File: src/rtl/ttb_pkg.sv
// Shared definitions for the triangle tangent/bitangent block.
// Holds the operand-select codes, corner slot codes and the command struct
// that joins the controller to the datapath. No dependencies.
`default_nettype none

package ttb_pkg;

  localparam logic [1:0] TERM_DET   = 2'd0;
  localparam logic [1:0] TERM_TAN   = 2'd1;
  localparam logic [1:0] TERM_BITAN = 2'd2;

  localparam logic [1:0] SLOT_FIRST  = 2'd0;
  localparam logic [1:0] SLOT_SECOND = 2'd1;
  localparam logic [1:0] SLOT_THIRD  = 2'd2;

  localparam logic [2:0] COMP_BITAN_BASE = 3'd3;
  localparam logic [2:0] COMP_LAST       = 3'd5;

  localparam logic [1:0] EMIT_LAST = 2'd2;

  typedef struct packed {
    logic       cap_en;
    logic [1:0] cap_slot;
    logic       load;
    logic [1:0] kind;
    logic [1:0] axis;
    logic       second;
    logic       mul_lo;
    logic       mul_hi;
    logic       acc_en;
    logic       acc_first;
    logic       det_save;
    logic       res_clear;
    logic       div_start;
    logic       div_step;
    logic       div_fin;
    logic [2:0] comp;
  } ttb_cmd_t;

endpackage

`default_nettype wire

File: src/rtl/ttb_corner_if.sv
// Request channel that carries one triangle corner: position and texture
// coordinate in signed fixed point. No dependencies.
`default_nettype none

interface ttb_corner_if #(
  parameter int W = 32
) ();
  logic         valid;
  logic         ready;
  logic [W-1:0] pos_x;
  logic [W-1:0] pos_y;
  logic [W-1:0] pos_z;
  logic [W-1:0] tex_u;
  logic [W-1:0] tex_v;

  modport source (output valid, output pos_x, output pos_y, output pos_z,
                  output tex_u, output tex_v, input ready);
  modport sink   (input valid, input pos_x, input pos_y, input pos_z,
                  input tex_u, input tex_v, output ready);
endinterface

`default_nettype wire

File: src/rtl/ttb_result_if.sv
// Request channel that carries one per-corner result: tangent, bitangent
// and the degenerate and last-of-run flags. No dependencies.
`default_nettype none

interface ttb_result_if #(
  parameter int W = 32
) ();
  logic         valid;
  logic         ready;
  logic [W-1:0] tan_x;
  logic [W-1:0] tan_y;
  logic [W-1:0] tan_z;
  logic [W-1:0] bitan_x;
  logic [W-1:0] bitan_y;
  logic [W-1:0] bitan_z;
  logic         degenerate;
  logic         last_of_run;

  modport source (output valid, output tan_x, output tan_y, output tan_z,
                  output bitan_x, output bitan_y, output bitan_z,
                  output degenerate, output last_of_run, input ready);
  modport sink   (input valid, input tan_x, input tan_y, input tan_z,
                  input bitan_x, input bitan_y, input bitan_z,
                  input degenerate, input last_of_run, output ready);
endinterface

`default_nettype wire

File: src/rtl/ttb_datapath.sv
// Datapath: corner storage, delta forming, split shared multiplier with
// accumulator, and a one-bit-per-cycle restoring divider with saturation.
// Depends on ttb_pkg for the command struct and select codes.
`default_nettype none

module ttb_datapath
  import ttb_pkg::*;
#(
  parameter int COORD_WIDTH = 32,
  parameter int FRAC_BITS   = 16
) (
  input  wire logic                   clk,
  input  wire ttb_cmd_t               cmd,
  input  wire logic [COORD_WIDTH-1:0] pos_x,
  input  wire logic [COORD_WIDTH-1:0] pos_y,
  input  wire logic [COORD_WIDTH-1:0] pos_z,
  input  wire logic [COORD_WIDTH-1:0] tex_u,
  input  wire logic [COORD_WIDTH-1:0] tex_v,
  output logic                        acc_zero,
  output logic [COORD_WIDTH-1:0]      tan_x,
  output logic [COORD_WIDTH-1:0]      tan_y,
  output logic [COORD_WIDTH-1:0]      tan_z,
  output logic [COORD_WIDTH-1:0]      bitan_x,
  output logic [COORD_WIDTH-1:0]      bitan_y,
  output logic [COORD_WIDTH-1:0]      bitan_z,
  output logic                        degenerate
);

  localparam int W  = COORD_WIDTH;
  localparam int F  = FRAC_BITS;
  localparam int H  = W / 2;
  localparam int HW = W - H;
  localparam int PW = 2 * W;
  localparam int AW = 2 * W + 2;
  localparam int XW = 2 * W + 1;
  localparam int NW = XW + F;
  localparam int UW = NW - W;
  localparam int CW = (UW > XW) ? UW : XW;
  localparam int TEX_U = 0;
  localparam int TEX_V = 1;
  localparam logic [W-1:0] LIM_POS = {1'b0, {(W-1){1'b1}}};
  localparam logic [W-1:0] LIM_NEG = {1'b1, {(W-1){1'b0}}};

  logic [W-1:0] p0_r [3];
  logic [W-1:0] p1_r [3];
  logic [W-1:0] p2_r [3];
  logic [W-1:0] t0_r [2];
  logic [W-1:0] t1_r [2];
  logic [W-1:0] t2_r [2];

  logic [W-1:0]    a_min, a_sub, b_min, b_sub;
  logic [W:0]      a_d, b_d, a_abs, b_abs;
  logic            a_neg, b_neg;
  logic [W-1:0]    a_mag_r, b_mag_r;
  logic            op_neg_r;
  logic [W+H-1:0]  plo_nxt, plo_r;
  logic [W+HW-1:0] phi_nxt, phi_r;
  logic [PW-1:0]   mag_sum;
  logic [AW-1:0]   prod_u, prod_s, acc_nxt, acc_r, acc_abs;
  logic [XW-1:0]   acc_mag, det_mag_r;
  logic            det_neg_r, degen_r;

  logic [NW-1:0]   num_ext;
  logic [CW-1:0]   upper_c, den_c;
  logic [XW:0]     rem_sh, den_sh, diff;
  logic            ge;
  logic [XW-1:0]   rem_r;
  logic [W-1:0]    low_r, q_r;
  logic            ovf_r, div_neg_r;
  logic [W-1:0]    lim, sat_mag, res_nxt;
  logic [W-1:0]    res_r [6];

  always_ff @(posedge clk) begin
    if (cmd.cap_en) begin
      case (cmd.cap_slot)
        SLOT_FIRST: begin
          p0_r[0] <= pos_x; p0_r[1] <= pos_y; p0_r[2] <= pos_z;
          t0_r[TEX_U] <= tex_u; t0_r[TEX_V] <= tex_v;
        end
        SLOT_SECOND: begin
          p1_r[0] <= pos_x; p1_r[1] <= pos_y; p1_r[2] <= pos_z;
          t1_r[TEX_U] <= tex_u; t1_r[TEX_V] <= tex_v;
        end
        SLOT_THIRD: begin
          p2_r[0] <= pos_x; p2_r[1] <= pos_y; p2_r[2] <= pos_z;
          t2_r[TEX_U] <= tex_u; t2_r[TEX_V] <= tex_v;
        end
        default: begin
        end
      endcase
    end
  end

  always_comb begin
    a_min = '0;
    a_sub = '0;
    b_min = '0;
    b_sub = '0;
    case (cmd.kind)
      TERM_DET: begin
        a_min = cmd.second ? t1_r[TEX_V] : t1_r[TEX_U];
        a_sub = cmd.second ? t0_r[TEX_V] : t0_r[TEX_U];
        b_min = cmd.second ? t2_r[TEX_U] : t2_r[TEX_V];
        b_sub = cmd.second ? t0_r[TEX_U] : t0_r[TEX_V];
      end
      TERM_TAN: begin
        a_min = cmd.second ? p2_r[cmd.axis] : p1_r[cmd.axis];
        a_sub = p0_r[cmd.axis];
        b_min = cmd.second ? t1_r[TEX_V] : t2_r[TEX_V];
        b_sub = t0_r[TEX_V];
      end
      TERM_BITAN: begin
        a_min = cmd.second ? p1_r[cmd.axis] : p2_r[cmd.axis];
        a_sub = p0_r[cmd.axis];
        b_min = cmd.second ? t2_r[TEX_U] : t1_r[TEX_U];
        b_sub = t0_r[TEX_U];
      end
      default: begin
      end
    endcase
  end

  assign a_d   = {a_min[W-1], a_min} - {a_sub[W-1], a_sub};
  assign b_d   = {b_min[W-1], b_min} - {b_sub[W-1], b_sub};
  assign a_neg = a_d[W];
  assign b_neg = b_d[W];
  assign a_abs = a_neg ? -a_d : a_d;
  assign b_abs = b_neg ? -b_d : b_d;

  assign plo_nxt = (W+H)'(a_mag_r) * (W+H)'(b_mag_r[H-1:0]);
  assign phi_nxt = (W+HW)'(a_mag_r) * (W+HW)'(b_mag_r[W-1:H]);
  assign mag_sum = PW'(plo_r) + (PW'(phi_r) << H);
  assign prod_u  = AW'(mag_sum);
  assign prod_s  = op_neg_r ? -prod_u : prod_u;
  assign acc_nxt = cmd.acc_first ? prod_s : acc_r + prod_s;

  assign acc_zero = (acc_r == '0);
  assign acc_abs  = acc_r[AW-1] ? -acc_r : acc_r;
  assign acc_mag  = acc_abs[XW-1:0];

  assign num_ext = {acc_mag, {F{1'b0}}};
  assign upper_c = CW'(num_ext[NW-1:W]);
  assign den_c   = CW'(det_mag_r);

  assign rem_sh = {rem_r, low_r[W-1]};
  assign den_sh = {1'b0, det_mag_r};
  assign ge     = (rem_sh >= den_sh);
  assign diff   = rem_sh - den_sh;

  assign lim     = div_neg_r ? LIM_NEG : LIM_POS;
  assign sat_mag = (ovf_r || (q_r > lim)) ? lim : q_r;
  assign res_nxt = div_neg_r ? -sat_mag : sat_mag;

  always_ff @(posedge clk) begin
    if (cmd.load) begin
      a_mag_r  <= a_abs[W-1:0];
      b_mag_r  <= b_abs[W-1:0];
      op_neg_r <= a_neg ^ b_neg ^ cmd.second;
    end
    if (cmd.mul_lo) begin
      plo_r <= plo_nxt;
    end
    if (cmd.mul_hi) begin
      phi_r <= phi_nxt;
    end
    if (cmd.acc_en) begin
      acc_r <= acc_nxt;
    end
    if (cmd.det_save) begin
      det_mag_r <= acc_mag;
      det_neg_r <= acc_r[AW-1];
      degen_r   <= acc_zero;
    end
    if (cmd.div_start) begin
      ovf_r     <= (upper_c >= den_c);
      rem_r     <= upper_c[XW-1:0];
      low_r     <= num_ext[W-1:0];
      q_r       <= '0;
      div_neg_r <= acc_r[AW-1] ^ det_neg_r;
    end else if (cmd.div_step) begin
      rem_r <= ge ? diff[XW-1:0] : rem_sh[XW-1:0];
      low_r <= {low_r[W-2:0], 1'b0};
      q_r   <= {q_r[W-2:0], ge};
    end
    if (cmd.res_clear) begin
      for (int k = 0; k < 6; k++) begin
        res_r[k] <= '0;
      end
    end else if (cmd.div_fin) begin
      res_r[cmd.comp] <= res_nxt;
    end
  end

  assign tan_x      = res_r[0];
  assign tan_y      = res_r[1];
  assign tan_z      = res_r[2];
  assign bitan_x    = res_r[3];
  assign bitan_y    = res_r[4];
  assign bitan_z    = res_r[5];
  assign degenerate = degen_r;

endmodule

`default_nettype wire

File: src/rtl/ttb_ctrl.sv
// Controller state machine: corner counting, the product and division
// schedule for one triangle, and the three-result output sequence.
// Depends on ttb_pkg for the command struct and codes.
`default_nettype none

module ttb_ctrl
  import ttb_pkg::*;
#(
  parameter int COORD_WIDTH = 32
) (
  input  wire logic     clk,
  input  wire logic     rst_n,
  input  wire logic     in_valid,
  output logic          in_ready,
  output logic          out_valid,
  input  wire logic     out_ready,
  output logic          out_last,
  input  wire logic     acc_zero,
  output ttb_cmd_t      cmd
);

  localparam int SW = $clog2(COORD_WIDTH);
  localparam logic [SW-1:0] STEP_LAST = SW'(COORD_WIDTH - 1);

  localparam logic [3:0] S_IDLE   = 4'd0;
  localparam logic [3:0] S_LOAD   = 4'd1;
  localparam logic [3:0] S_MLO    = 4'd2;
  localparam logic [3:0] S_MHI    = 4'd3;
  localparam logic [3:0] S_ACC    = 4'd4;
  localparam logic [3:0] S_DET    = 4'd5;
  localparam logic [3:0] S_DSTART = 4'd6;
  localparam logic [3:0] S_DSTEP  = 4'd7;
  localparam logic [3:0] S_DFIN   = 4'd8;
  localparam logic [3:0] S_EMIT   = 4'd9;

  logic [3:0]    state_r, state_nxt;
  logic [1:0]    cnt_r, cnt_nxt;
  logic [2:0]    comp_r, comp_nxt;
  logic          second_r, second_nxt;
  logic          det_phase_r, det_phase_nxt;
  logic [SW-1:0] step_r, step_nxt;
  logic [1:0]    emit_r, emit_nxt;

  always_comb begin
    state_nxt     = state_r;
    cnt_nxt       = cnt_r;
    comp_nxt      = comp_r;
    second_nxt    = second_r;
    det_phase_nxt = det_phase_r;
    step_nxt      = step_r;
    emit_nxt      = emit_r;
    cmd           = '0;
    in_ready      = 1'b0;
    out_valid     = 1'b0;
    out_last      = (emit_r == EMIT_LAST);

    cmd.second = second_r;
    cmd.comp   = comp_r;
    if (det_phase_r) begin
      cmd.kind = TERM_DET;
      cmd.axis = 2'd0;
    end else if (comp_r < COMP_BITAN_BASE) begin
      cmd.kind = TERM_TAN;
      cmd.axis = comp_r[1:0];
    end else begin
      cmd.kind = TERM_BITAN;
      cmd.axis = 2'(comp_r - COMP_BITAN_BASE);
    end
    cmd.cap_slot = cnt_r;

    unique case (state_r)
      S_IDLE: begin
        in_ready = 1'b1;
        if (in_valid) begin
          cmd.cap_en = 1'b1;
          if (cnt_r == SLOT_THIRD) begin
            cnt_nxt       = SLOT_FIRST;
            det_phase_nxt = 1'b1;
            second_nxt    = 1'b0;
            state_nxt     = S_LOAD;
          end else begin
            cnt_nxt = cnt_r + 2'd1;
          end
        end
      end
      S_LOAD: begin
        cmd.load  = 1'b1;
        state_nxt = S_MLO;
      end
      S_MLO: begin
        cmd.mul_lo = 1'b1;
        state_nxt  = S_MHI;
      end
      S_MHI: begin
        cmd.mul_hi = 1'b1;
        state_nxt  = S_ACC;
      end
      S_ACC: begin
        cmd.acc_en    = 1'b1;
        cmd.acc_first = !second_r;
        if (!second_r) begin
          second_nxt = 1'b1;
          state_nxt  = S_LOAD;
        end else begin
          second_nxt = 1'b0;
          state_nxt  = det_phase_r ? S_DET : S_DSTART;
        end
      end
      S_DET: begin
        cmd.det_save  = 1'b1;
        det_phase_nxt = 1'b0;
        comp_nxt      = 3'd0;
        if (acc_zero) begin
          cmd.res_clear = 1'b1;
          emit_nxt      = 2'd0;
          state_nxt     = S_EMIT;
        end else begin
          state_nxt = S_LOAD;
        end
      end
      S_DSTART: begin
        cmd.div_start = 1'b1;
        step_nxt      = '0;
        state_nxt     = S_DSTEP;
      end
      S_DSTEP: begin
        cmd.div_step = 1'b1;
        if (step_r == STEP_LAST) begin
          state_nxt = S_DFIN;
        end else begin
          step_nxt = step_r + SW'(1);
        end
      end
      S_DFIN: begin
        cmd.div_fin = 1'b1;
        if (comp_r == COMP_LAST) begin
          emit_nxt  = 2'd0;
          state_nxt = S_EMIT;
        end else begin
          comp_nxt  = comp_r + 3'd1;
          state_nxt = S_LOAD;
        end
      end
      S_EMIT: begin
        out_valid = 1'b1;
        in_ready  = (cnt_r != SLOT_THIRD);
        if (in_valid && (cnt_r != SLOT_THIRD)) begin
          cmd.cap_en = 1'b1;
          cnt_nxt    = cnt_r + 2'd1;
        end
        if (out_ready) begin
          if (emit_r == EMIT_LAST) begin
            state_nxt = S_IDLE;
          end else begin
            emit_nxt = emit_r + 2'd1;
          end
        end
      end
      default: begin
        state_nxt = S_IDLE;
      end
    endcase
  end

  always_ff @(posedge clk) begin
    if (!rst_n) begin
      state_r     <= S_IDLE;
      cnt_r       <= SLOT_FIRST;
      comp_r      <= 3'd0;
      second_r    <= 1'b0;
      det_phase_r <= 1'b0;
      step_r      <= '0;
      emit_r      <= 2'd0;
    end else begin
      state_r     <= state_nxt;
      cnt_r       <= cnt_nxt;
      comp_r      <= comp_nxt;
      second_r    <= second_nxt;
      det_phase_r <= det_phase_nxt;
      step_r      <= step_nxt;
      emit_r      <= emit_nxt;
    end
  end

endmodule

`default_nettype wire

File: src/rtl/triangle_tangent_bitangent_top.sv
// Per-triangle tangent and bitangent from texture coordinates.
// Corners enter on in_if, one request per corner; after every third corner
// three identical results leave on out_if, the third marked last_of_run.
// Both channels move a request at a clock edge where valid and ready are high.
// After the third corner is taken, results are computed on one shared
// multiplier, used in two halves per product for 14 products (two when the
// texture determinant is zero), and one restoring divider that retires one
// quotient bit per cycle for each of the six components.
// The first two corners of the next triangle are taken while results wait.
// When the receiver stalls, the current result holds on out_if and the third
// corner of the next triangle is refused until the last result leaves.
// A zero texture determinant gives zero vectors with degenerate set; other
// results saturate to the signed range.
// Reset (rst_n low, synchronous) clears the corner count and the sequencer.
// Depends on ttb_pkg, ttb_corner_if, ttb_result_if, ttb_ctrl, ttb_datapath.
`default_nettype none

module triangle_tangent_bitangent_top
  import ttb_pkg::*;
#(
  parameter int COORD_WIDTH = 32,
  parameter int FRAC_BITS   = 16
) (
  input  wire logic     clk,
  input  wire logic     rst_n,
  ttb_corner_if.sink    in_if,
  ttb_result_if.source  out_if
);

  ttb_cmd_t cmd;
  logic     acc_zero;

  ttb_ctrl #(
    .COORD_WIDTH (COORD_WIDTH)
  ) u_ctrl (
    .clk       (clk),
    .rst_n     (rst_n),
    .in_valid  (in_if.valid),
    .in_ready  (in_if.ready),
    .out_valid (out_if.valid),
    .out_ready (out_if.ready),
    .out_last  (out_if.last_of_run),
    .acc_zero  (acc_zero),
    .cmd       (cmd)
  );

  ttb_datapath #(
    .COORD_WIDTH (COORD_WIDTH),
    .FRAC_BITS   (FRAC_BITS)
  ) u_datapath (
    .clk        (clk),
    .cmd        (cmd),
    .pos_x      (in_if.pos_x),
    .pos_y      (in_if.pos_y),
    .pos_z      (in_if.pos_z),
    .tex_u      (in_if.tex_u),
    .tex_v      (in_if.tex_v),
    .acc_zero   (acc_zero),
    .tan_x      (out_if.tan_x),
    .tan_y      (out_if.tan_y),
    .tan_z      (out_if.tan_z),
    .bitan_x    (out_if.bitan_x),
    .bitan_y    (out_if.bitan_y),
    .bitan_z    (out_if.bitan_z),
    .degenerate (out_if.degenerate)
  );

endmodule

`default_nettype wire

File: src/flat_wrapper.sv
// flat-port wrapper written by rule: the top's interface ports become plain ports
module triangle_tangent_bitangent_top_flat import ttb_pkg::*;
#(
  parameter int COORD_WIDTH = 32,
  parameter int FRAC_BITS   = 16
)
  (clk, rst_n, in_if_valid, in_if_pos_x, in_if_pos_y, in_if_pos_z, in_if_tex_u, in_if_tex_v, in_if_ready, out_if_valid, out_if_tan_x, out_if_tan_y, out_if_tan_z, out_if_bitan_x, out_if_bitan_y, out_if_bitan_z, out_if_degenerate, out_if_last_of_run, out_if_ready);
  ttb_corner_if #(.W((32))) in_if_i ();
  ttb_result_if #(.W((32))) out_if_i ();
  input  wire logic clk;
  input  wire logic rst_n;
  input wire logic [$bits(in_if_i.valid)-1:0] in_if_valid;
  input wire logic [$bits(in_if_i.pos_x)-1:0] in_if_pos_x;
  input wire logic [$bits(in_if_i.pos_y)-1:0] in_if_pos_y;
  input wire logic [$bits(in_if_i.pos_z)-1:0] in_if_pos_z;
  input wire logic [$bits(in_if_i.tex_u)-1:0] in_if_tex_u;
  input wire logic [$bits(in_if_i.tex_v)-1:0] in_if_tex_v;
  output wire logic [$bits(in_if_i.ready)-1:0] in_if_ready;
  output wire logic [$bits(out_if_i.valid)-1:0] out_if_valid;
  output wire logic [$bits(out_if_i.tan_x)-1:0] out_if_tan_x;
  output wire logic [$bits(out_if_i.tan_y)-1:0] out_if_tan_y;
  output wire logic [$bits(out_if_i.tan_z)-1:0] out_if_tan_z;
  output wire logic [$bits(out_if_i.bitan_x)-1:0] out_if_bitan_x;
  output wire logic [$bits(out_if_i.bitan_y)-1:0] out_if_bitan_y;
  output wire logic [$bits(out_if_i.bitan_z)-1:0] out_if_bitan_z;
  output wire logic [$bits(out_if_i.degenerate)-1:0] out_if_degenerate;
  output wire logic [$bits(out_if_i.last_of_run)-1:0] out_if_last_of_run;
  input wire logic [$bits(out_if_i.ready)-1:0] out_if_ready;
  assign in_if_i.valid = in_if_valid;
  assign in_if_i.pos_x = in_if_pos_x;
  assign in_if_i.pos_y = in_if_pos_y;
  assign in_if_i.pos_z = in_if_pos_z;
  assign in_if_i.tex_u = in_if_tex_u;
  assign in_if_i.tex_v = in_if_tex_v;
  assign in_if_ready = in_if_i.ready;
  assign out_if_valid = out_if_i.valid;
  assign out_if_tan_x = out_if_i.tan_x;
  assign out_if_tan_y = out_if_i.tan_y;
  assign out_if_tan_z = out_if_i.tan_z;
  assign out_if_bitan_x = out_if_i.bitan_x;
  assign out_if_bitan_y = out_if_i.bitan_y;
  assign out_if_bitan_z = out_if_i.bitan_z;
  assign out_if_degenerate = out_if_i.degenerate;
  assign out_if_last_of_run = out_if_i.last_of_run;
  assign out_if_i.ready = out_if_ready;
  triangle_tangent_bitangent_top #(.COORD_WIDTH(COORD_WIDTH), .FRAC_BITS(FRAC_BITS)) u_core (.clk(clk), .rst_n(rst_n), .in_if(in_if_i), .out_if(out_if_i));
endmodule
File: config.mk
export PLATFORM = sky130hd
export DESIGN_NAME = triangle_tangent_bitangent_top_flat
export DESIGN_NICKNAME = d
export VERILOG_FILES = /design/src/rtl/ttb_pkg.sv /design/src/rtl/ttb_corner_if.sv /design/src/rtl/ttb_result_if.sv /design/src/rtl/ttb_datapath.sv /design/src/rtl/ttb_ctrl.sv /design/src/rtl/triangle_tangent_bitangent_top.sv /design/src/flat_wrapper.sv
export SDC_FILE = /design/constraint.sdc
export NUM_CORES = 2
export LEC_CHECK = 0
export BUFFER_PORTS_ARGS = -buffer_cell sky130_fd_sc_hd__buf_4
export CAP_MARGIN = 20
export CORE_ASPECT_RATIO = 1.75
export CORE_MARGIN = 5
export CORE_UTILIZATION = 30
export DETAILED_ROUTE_END_ITERATION = 16
export HOLD_SLACK_MARGIN = 0.1
export PLACE_DENSITY = 0.56
export SLEW_MARGIN = 10
export SYNTH_ARGS = -nofsm -noshare
export SYNTH_HDL_FRONTEND = slang
export SYNTH_SLANG_ARGS = --single-unit
export TNS_END_PERCENT = 10
File: constraint.sdc
create_clock -name clk -period 15.05 [get_ports clk]
set_input_delay 1.505 -clock clk [delete_from_list [all_inputs] [get_ports clk]]
set_output_delay 1.505 -clock clk [all_outputs]
set_load 0.01 [all_outputs]
==> impl_metrics.toml <==
[run_status]
outcome = "complete, no violations"

[clock_network]
cts_sinks = 1099
cts_hold_buf = 0
clk_path_buf_depth = 3
clk_latency_ns = 0.80
cts_tree = "done"
cts_setup_buffers = 0
cts-resized-gates = 0
root_buffer = "clkbuf_16"
htree_levels = 3
cts_made_buffers = 114
clk_pin_slew_ns = 0.07

[logic_synthesis]
synth.top_cell.area_share_pct = 33.3
synth-edff-count = 1033
synth.distinct_cells = 94
synth_area_leaders = "edfxtp_1 (33%), fa_1 (18%), ha_1 (7.5%)"
syn_inst = 9416
synthTopCellsByCount = "nand2_1 (1300), edfxtp_1 (1033), inv_1 (958)"
yosysTopAreaCell = "edfxtp_1"
synth_ff_type = "edfxtp_1"
avgSynthCellArea_um2 = 9.89
synth_seq_cells = 1099
synth_warnings = 0
async_reset_ff_share_pct = 0
yosysMostFrequentCell = "nand2_1"
synth_nets = 11000
yosysSeqAreaShare_pct = 34.7
netlist_area_mm2 = 0.0931

[timing]
drv_slew = 0
slew_headroom_pct = 21.8
worst_pin_slew_ns = 1.15
rsz0062_at_grt = "false"
min_period_ns = 8.22
hold_violations = 0
finClkSkew_ns = 0.0832
setup_violations = 0
fmax_mhz = 122
min_period_over_period_pct = 54.6
tns_ns = 0

[worst_setup_path]
cpPeakStageDelay_ns = 0.57
end_kind = "flip-flop"
crit_type = "reg -> reg"
critPathRequiredTime_ns = 15.55
cp_num_buf_inv = 7
worstPathArrival_ns = 8.72
critPathLaunchType = "flip-flop"
crit_family = "adder cells"
cp_slowest_cell = "fa_1"
crit_fanout = 32

[worst_hold_path]
hp-class = "reg -> reg"

[global_route]
antenna_found_initial = 17
grt_pass1_vias = 74000
grt_start_max_net_pins = 115
gr-usage-all-layers_pct = 17.8
grt_pass1_wl_mm = 443
overflow = 0

[detailed_routing]
drt_wl_total_mm = 293
drtIter0Drc = 4265
via_per_inst = 5.09
drc = 0
drt_pre_antenna_iters = 6
ant_nets = 0
vias = 69800
wl_per_cell_um = 21.4

[die]
dieArea_mm2 = 0.322
core_mm2 = 0.309
fp.dieW_um = 431
die_h_um = 747
io_pins = 360
start_util_pct = 30.1
rows = 270

[layout]
drive_gt1_share_pct = 8.23
final_nets = 11100
syn2layout_area_growth_pct = 11.8
finish.utilization_pct = 33.7

[placement]
gp_congestion = 0.903
dp_hpwl_mm = 227
io_buffer_count = 359

[run]
maxCapViolCount = 0
path summary, 6_finish.rpt:
kind / from / to / slack, ns / cells after the start
max: u_core.u_datapath.a_mag_r[7] / u_core.u_datapath.plo_r[42] / 6.83 / 27
min: u_core.u_ctrl.emit_r[1] / u_core.u_ctrl.emit_r[1] / 0.48 / 2
max reg2reg: u_core.u_datapath.a_mag_r[7] / u_core.u_datapath.plo_r[42] / 6.83 / 27
min reg2reg: u_core.u_ctrl.emit_r[1] / u_core.u_ctrl.emit_r[1] / 0.48 / 2
routing by layer:
layer  GRT usage, %  vias to the layer above  share of wire, %
li1               -                    32400                 -
met4           10.7                       12               7.1
met2           33.9                     2114                53
met3           2.40                      741               4.6
met1           18.3                    34600                35
met5              0                        -             0.030
stage by stage:
step,cell area [um^2],hold WS (ns),cells,worst slack (ns)
after floorplan,93100,0.445,9416,0.775
after detailed placement,100000,0.474,13500,6.72
final,104000,0.480,13700,6.83
after CTS,104000,0.484,13700,6.77
after global routing,104000,0.505,13700,6.42
after global placement,100000,0.454,13500,6.73
cell type report:
class | count | area [um^2]
Timing Repair Buffer | 494 | 3750
Clock buffer | 134 | 2950
Inverter | 961 | 3610
Multi-Input combinational cell | 6876 | 55400
Tap cell | 4080 | 5100
Sequential cell | 1099 | 32300
Clock inverter | 80 | 888
Antenna cell | 9 | 22.5
Fill cell | 31300 | 205000
worst reg2reg max path: stages (launching register included):
cell and delay [ns]:
edfxtp_1 0.33, buf_4 0.44, nand2_1 0.18, fa_1 0.57
inv_1 0.06, fa_1 0.52, inv_1 0.05, fa_1 0.51
inv_1 0.05, fa_1 0.47, inv_1 0.06, fa_1 0.53
inv_1 0.05, fa_1 0.49, ha_1 0.38, nand4_1 0.15
inv_1 0.07, a221o_1 0.39, a22oi_1 0.19, a21oi_1 0.09
a211oi_1 0.56, o31a_1 0.26, nor4_1 0.08, o221ai_1 0.46
a21oi_1 0.22, a41oi_1 0.38, nor3_1 0.08, a311o_1 0.33
cell families (layout without fill, tap and decap cells):
| group | after synthesis | count (layout) | share of synthesized area, % |
|---|---|---|---|
| XOR/XNOR | 476 | 476 | 4.48 |
| adder cells (fa/ha/maj) | 1398 | 1398 | 25.6 |
| AND/OR/NAND/NOR | 3036 | 3036 | 15.0 |
| multiplexers | 243 | 243 | 2.68 |
| flip-flops | 1099 | 1099 | 34.7 |
| other | 0 | 9 | 0 |
| AO/OA/AOI/OAI | 1723 | 1723 | 11.7 |
| buffers and inverters | 1441 | 1669 | 5.84 |
state kept, by name, indices dropped and copies added (netlist names), 65 cells and up:
signal,cells
u_core.u_datapath.acc_r,66
u_core.u_datapath.den_c,65
u_core.u_datapath.p0_r,96
u_core.u_datapath.p1_r,96
u_core.u_datapath.p2_r,96
u_core.u_datapath.rem_r,65
u_core.u_datapath.res_r,192
placed cells by master, fill, tap and decap left out, types with 20 or more instances in the layout:
| cell | Yosys | layout |
|---|---|---|
| or2_2 | 20 | 20 |
| buf_4 | 0 | 488 |
| nand4_1 | 83 | 83 |
| edfxtp_1 | 1033 | 1033 |
| fa_1 | 841 | 841 |
| nand2b_1 | 57 | 56 |
| o41ai_1 | 20 | 20 |
| o211ai_1 | 92 | 92 |
| o21bai_1 | 47 | 47 |
| inv_1 | 958 | 957 |
| a31oi_1 | 43 | 43 |
| clkbuf_16 | 0 | 115 |
| a21boi_0 | 22 | 22 |
| and3_1 | 61 | 60 |
| and2_1 | 330 | 329 |
| nor4_1 | 32 | 32 |
| o21ai_0 | 333 | 333 |
| xnor2_1 | 304 | 304 |
| o21a_1 | 61 | 61 |
| o31ai_1 | 57 | 57 |
| nor2_1 | 665 | 661 |
| a21oi_1 | 524 | 523 |
| dfxtp_1 | 66 | 63 |
| xor2_1 | 172 | 172 |
| mux2i_1 | 203 | 203 |
| a211o_1 | 23 | 23 |
| nand3_1 | 162 | 162 |
| a21o_1 | 214 | 214 |
| or3_1 | 37 | 36 |
| nor3_1 | 129 | 125 |
| o22ai_1 | 73 | 73 |
| nor2b_1 | 74 | 73 |
| a211oi_1 | 58 | 57 |
| mux2_2 | 38 | 38 |
| nand2_1 | 1300 | 1298 |
| ha_1 | 557 | 557 |
Power is left out: the tool's default activity adds up to more than one toggle a clock period on the data nets, which glitch-free logic cannot reach.
